File: src/rtl/dfs_pkg.sv
package dfs_pkg;

    localparam int MAX_GRID    = 1024;
    localparam int ADDR_W      = $clog2(MAX_GRID);
    localparam int CNT_W       = ADDR_W + 1;
    localparam int CFG_GRID_W  = 11;
    localparam int GW          = (CNT_W > CFG_GRID_W) ? CNT_W : CFG_GRID_W;
    localparam int FAC_W       = 16;
    localparam int CFG_DATA_W  = 16;
    localparam int VAL_W       = 32;
    localparam int POS_W       = 10;
    localparam int SUM_W       = VAL_W + 4;
    localparam int PROD_W      = SUM_W + FAC_W + 1;
    localparam int FRAC_SH     = 16;
    localparam int SAT_W       = PROD_W - FRAC_SH + 2;
    localparam int OUT_BITS    = VAL_W + 2 * POS_W;
    localparam int OUT_TDATA_W = ((OUT_BITS + 7) / 8) * 8;

    localparam logic [GW-1:0]         GRID_RESET   = GW'(64);
    localparam logic [GW-1:0]         GRID_MIN     = GW'(3);
    localparam logic [FAC_W-1:0]      FACTOR_RESET = FAC_W'(16384);
    localparam logic [PROD_W-1:0]     ROUND_HALF   = PROD_W'(1) << (FRAC_SH - 1);

    typedef enum logic [0:0] {
        CFG_GRID_SIZE   = 1'b0,
        CFG_DIFF_FACTOR = 1'b1
    } cfg_idx_t;

    typedef struct packed {
        logic                     vld;
        logic [POS_W-1:0]         row;
        logic [POS_W-1:0]         col;
        logic                     last;
        logic signed [VAL_W-1:0]  center;
        logic signed [PROD_W-1:0] acc;
    } slot_t;

    typedef struct packed {
        logic                    last;
        logic [POS_W-1:0]        col;
        logic [POS_W-1:0]        row;
        logic signed [VAL_W-1:0] value;
    } out_item_t;

endpackage

File: src/rtl/dfs_out_skid.sv
module dfs_out_skid (
    input  logic               aclk,
    input  logic               aresetn,
    input  logic               push,
    input  dfs_pkg::out_item_t item_in,
    output logic               ready,
    output logic               out_valid,
    input  logic               out_ready,
    output dfs_pkg::out_item_t item_out
);

    import dfs_pkg::*;

    out_item_t  entry_reg [2];
    logic       wr_ptr_reg;
    logic       wr_ptr_next;
    logic       rd_ptr_reg;
    logic       rd_ptr_next;
    logic [1:0] count_reg;
    logic [1:0] count_next;
    logic       pop;

    assign pop       = out_valid && out_ready;
    assign out_valid = (count_reg != 2'd0);
    assign ready     = (count_reg != 2'd2);
    assign item_out  = entry_reg[rd_ptr_reg];

    always_comb begin
        wr_ptr_next = push ? ~wr_ptr_reg : wr_ptr_reg;
        rd_ptr_next = pop  ? ~rd_ptr_reg : rd_ptr_reg;
        count_next  = count_reg + {1'b0, push} - {1'b0, pop};
    end

    always_ff @(posedge aclk) begin
        if (push) begin
            entry_reg[wr_ptr_reg] <= item_in;
        end
    end

    always_ff @(posedge aclk) begin
        if (!aresetn) begin
            wr_ptr_reg <= 1'b0;
            rd_ptr_reg <= 1'b0;
            count_reg  <= 2'd0;
        end else begin
            wr_ptr_reg <= wr_ptr_next;
            rd_ptr_reg <= rd_ptr_next;
            count_reg  <= count_next;
        end
    end

endmodule

File: config.mk
export PLATFORM = sky130hd
export DESIGN_NAME = dfs_out_skid
export DESIGN_NICKNAME = d
export VERILOG_FILES = /design/src/rtl/dfs_pkg.sv /design/src/rtl/dfs_out_skid.sv
export SDC_FILE = /design/constraint.sdc
export NUM_CORES = 1
export LEC_CHECK = 0
export BUFFER_PORTS_ARGS = -buffer_cell sky130_fd_sc_hd__buf_2
export CAP_MARGIN = 20
export CORE_UTILIZATION = 47
export DETAILED_ROUTE_END_ITERATION = 10
export PLACE_DENSITY = 0.85
export SETUP_SLACK_MARGIN = 0.02
export SLEW_MARGIN = 25
export SYNTH_ARGS = -nofsm -noshare
export SYNTH_HDL_FRONTEND = slang
export SYNTH_SLANG_ARGS = --single-unit
File: constraint.sdc
create_clock -name aclk -period 2.9 [get_ports aclk]
set_input_delay 0.145 -clock aclk [delete_from_list [all_inputs] [get_ports aclk]]
set_output_delay 0.145 -clock aclk [all_outputs]
set_load 0.03 [all_outputs]
==> results.json <==
{
  "cp_max_fo": 38,
  "worst_pin_slew_ps": 713.5,
  "worst_r2r_startpoint": "wr_ptr_reg",
  "clk_latency_ps": 350,
  "clk_pin_slew_worst_paths_ps": 90,
  "ir_worst_vdd_mv": 0.5485,
  "coreArea_um2": 8806,
  "crit_path_cell_trace": "buf_4 -> mux2_4 -> buf_2",
  "crit_arrival_ps": 2010,
  "powerDensity_nw_per_um2": 704.6,
  "slew_headroom_pct": 52.33,
  "gp_congestion": 0.6202,
  "cp_slowest_cell": "dfxtp_4",
  "clockBufferDepth": 2,
  "postSynthCellCount": 188,
  "synth_most_common_cell": "edfxtp_1",
  "synth_area_leader_cell": "edfxtp_1",
  "nNetsFinal": 420,
  "wl_per_cell_um": 14.89,
  "fin_tns_setup_ps": 0,
  "final.period_utilization_pct": 74.29,
  "skew_ps": 15.70,
  "utilization_pct": 64.63,
  "min_path_type": "in -> reg",
  "clock-root-buffer": "clkbuf_8",
  "slowest_delay_ps": 810,
  "rsz0062_at_grt": "no",
  "worst_slack_ps": 745.7,
  "period_needed_ps": 2154,
  "synth_seq_area_share_pct": 75.99,
  "cp-start-kind": "flop",
  "netlist_area_um2": 4320,
  "max_freq_mhz": 464.2,
  "synth_seq_cells": 111,
  "n_antenna_cell": 0,
  "grt_pass1_wl_mm": 11.15,
  "cap_violations": 0,
  "dieArea_um2": 9580,
  "min-delay-start": "aresetn",
  "setup_viol": 0,
  "synth.top_cell.area_share_pct": 73.68,
  "cp-end-kind": "output pin",
  "io_buffers": 111,
  "area_growth_pct": 31.74,
  "first_iter_violations": 78,
  "cts_made_buffers": 9,
  "drt.antenna.violating_nets": 0,
  "io_pins": 112,
  "synth-edff-count": 106,
  "track_usage_pct": 15.24,
  "maxSlewViolCount": 0,
  "ys_top_cells_by_area": "edfxtp_1, mux2_4, buf_12",
  "cts_hold_buffers": 53,
  "synth_cell_types": 16,
  "cts_sinks": 111,
  "hold_violations": 0,
  "criticalPathCategory": "reg -> out",
  "cellLeakagePower_uw": 0.002270,
  "drtPass1Iterations": 8,
  "initial_core_util_pct": 49.06,
  "die_h_um": 97.88,
  "synthTopCellsByCount": "edfxtp_1, mux2_4, buf_12, dfxtp_1",
  "vias": 2270,
  "ys_warn_count": 0,
  "whs_path_depth": 2,
  "ctsResizeCount": 0,
  "htree_levels": 3,
  "wl_mm": 7.057,
  "syn_avg_cell_area_um2": 22.98,
  "n_fill_cell": 617,
  "synthArstFlopShare_pct": 0,
  "die_w_um": 97.88,
  "rows": 34,
  "violations": "DRC",
  "antenna_found_initial": 0,
  "holdWs_ps": 66.16,
  "largest_reg_flops": 106,
  "worstPathRequired_ps": 2760,
  "overflow": 0,
  "cts_tree": "yes",
  "dp_slack_ps": 1102,
  "r2r_cells": 2,
  "status": "finished, violations left",
  "syn-num-nets": 247,
  "drc": 11,
  "cts_setup_buffers": 0,
  "via_per_inst": 4.789,
  "first_global_vias": 2391,
  "drive_gt1_share_pct": 51.09,
  "synthFlopType": "edfxtp_1",
  "grt_max_degree": 39,
  "dp.final_hpwl_mm": 4.550
}
==> final cells by class <==
cell class,count,area (um2),share of cell area [%]
sequential,111,3287,57.75
timing repair buffer,168,1141,20.05
multi-input combinational,69,927.1,16.29
tap,108,135.1,2.374
clock buffer,9,123.9,2.176
clock inverter,7,70.07,1.231
inverter,2,7.507,0.1319
==> final timing paths <==
check | endpoint | slack [ps]
setup / recovery | item_out[21] | 750
hold / removal | count_reg[0] | 70
setup reg to reg | entry_reg[1][13] | 1280
hold reg to reg | flop | 490
==> cells in the final DEF (no fill, tap or decap), drive strengths merged <==
| cell type | instances |
|---|---|
| xnor3 | 1 |
| mux2 | 53 |
| mux2i | 2 |
| inv | 4 |
| dlygate4sd3 | 53 |
| clkbuf | 9 |
| bufinv | 1 |
| nor2b | 3 |
| nand2b | 1 |
| dfxtp | 5 |
| edfxtp | 106 |
| nand2 | 2 |
| buf | 115 |
| and2 | 2 |
| o21a | 2 |
| ha | 2 |
| clkinv | 4 |
| or2 | 1 |
==> cell families (layout without fill, tap and decap cells) <==
logic type | after synthesis | count (layout) | synth area share, %
simple gates | 9 | 9 | 1.188
mux | 55 | 55 | 18.62
flops | 111 | 111 | 75.99
fa+ha+maj | 2 | 2 | 0.5791
buf+inv | 8 | 186 | 2.751
xor+xnor | 1 | 1 | 0.5212
compound gates | 2 | 2 | 0.3474
==> per-stage QoR <==
step	instances	total power, uW	cell area (um2)
2_1_floorplan	188	2915	4323
3_3_place_gp	405	3079	4967
3_5_place_dp	405	3109	4967
4_1_cts	474	4050	5692
5_1_grt	474	4169	5692
6_report	474	4010	5692
==> where the power goes <==
part | switching, uW | internal (uW) | total (uW)
Sequential | 115 | 1870 | 1980
Clock | 492 | 402 | 894
Combinational | 596 | 540 | 1140
Total | 1200 | 2810 | 4010
==> critical path: cells and delay by family, from the launching register on <==
kind / cells / cell delay (ps)
mux: 1 / 320
buf+inv: 2 / 510
flops: 1 / 810
==> per-layer routing <==
layer | GRT usage [%] | vias to the layer above | wire length [um]
met1 | 17.37 | 1108 | 2806
met3 | 2.649 | 6 | 349
met5 | 0 | - | 0
met2 | 28.17 | 81 | 3844
met4 | 6.294 | 0 | 57
li1 | - | 1075 | -
Note: power is estimated with default switching activity, not from simulation.
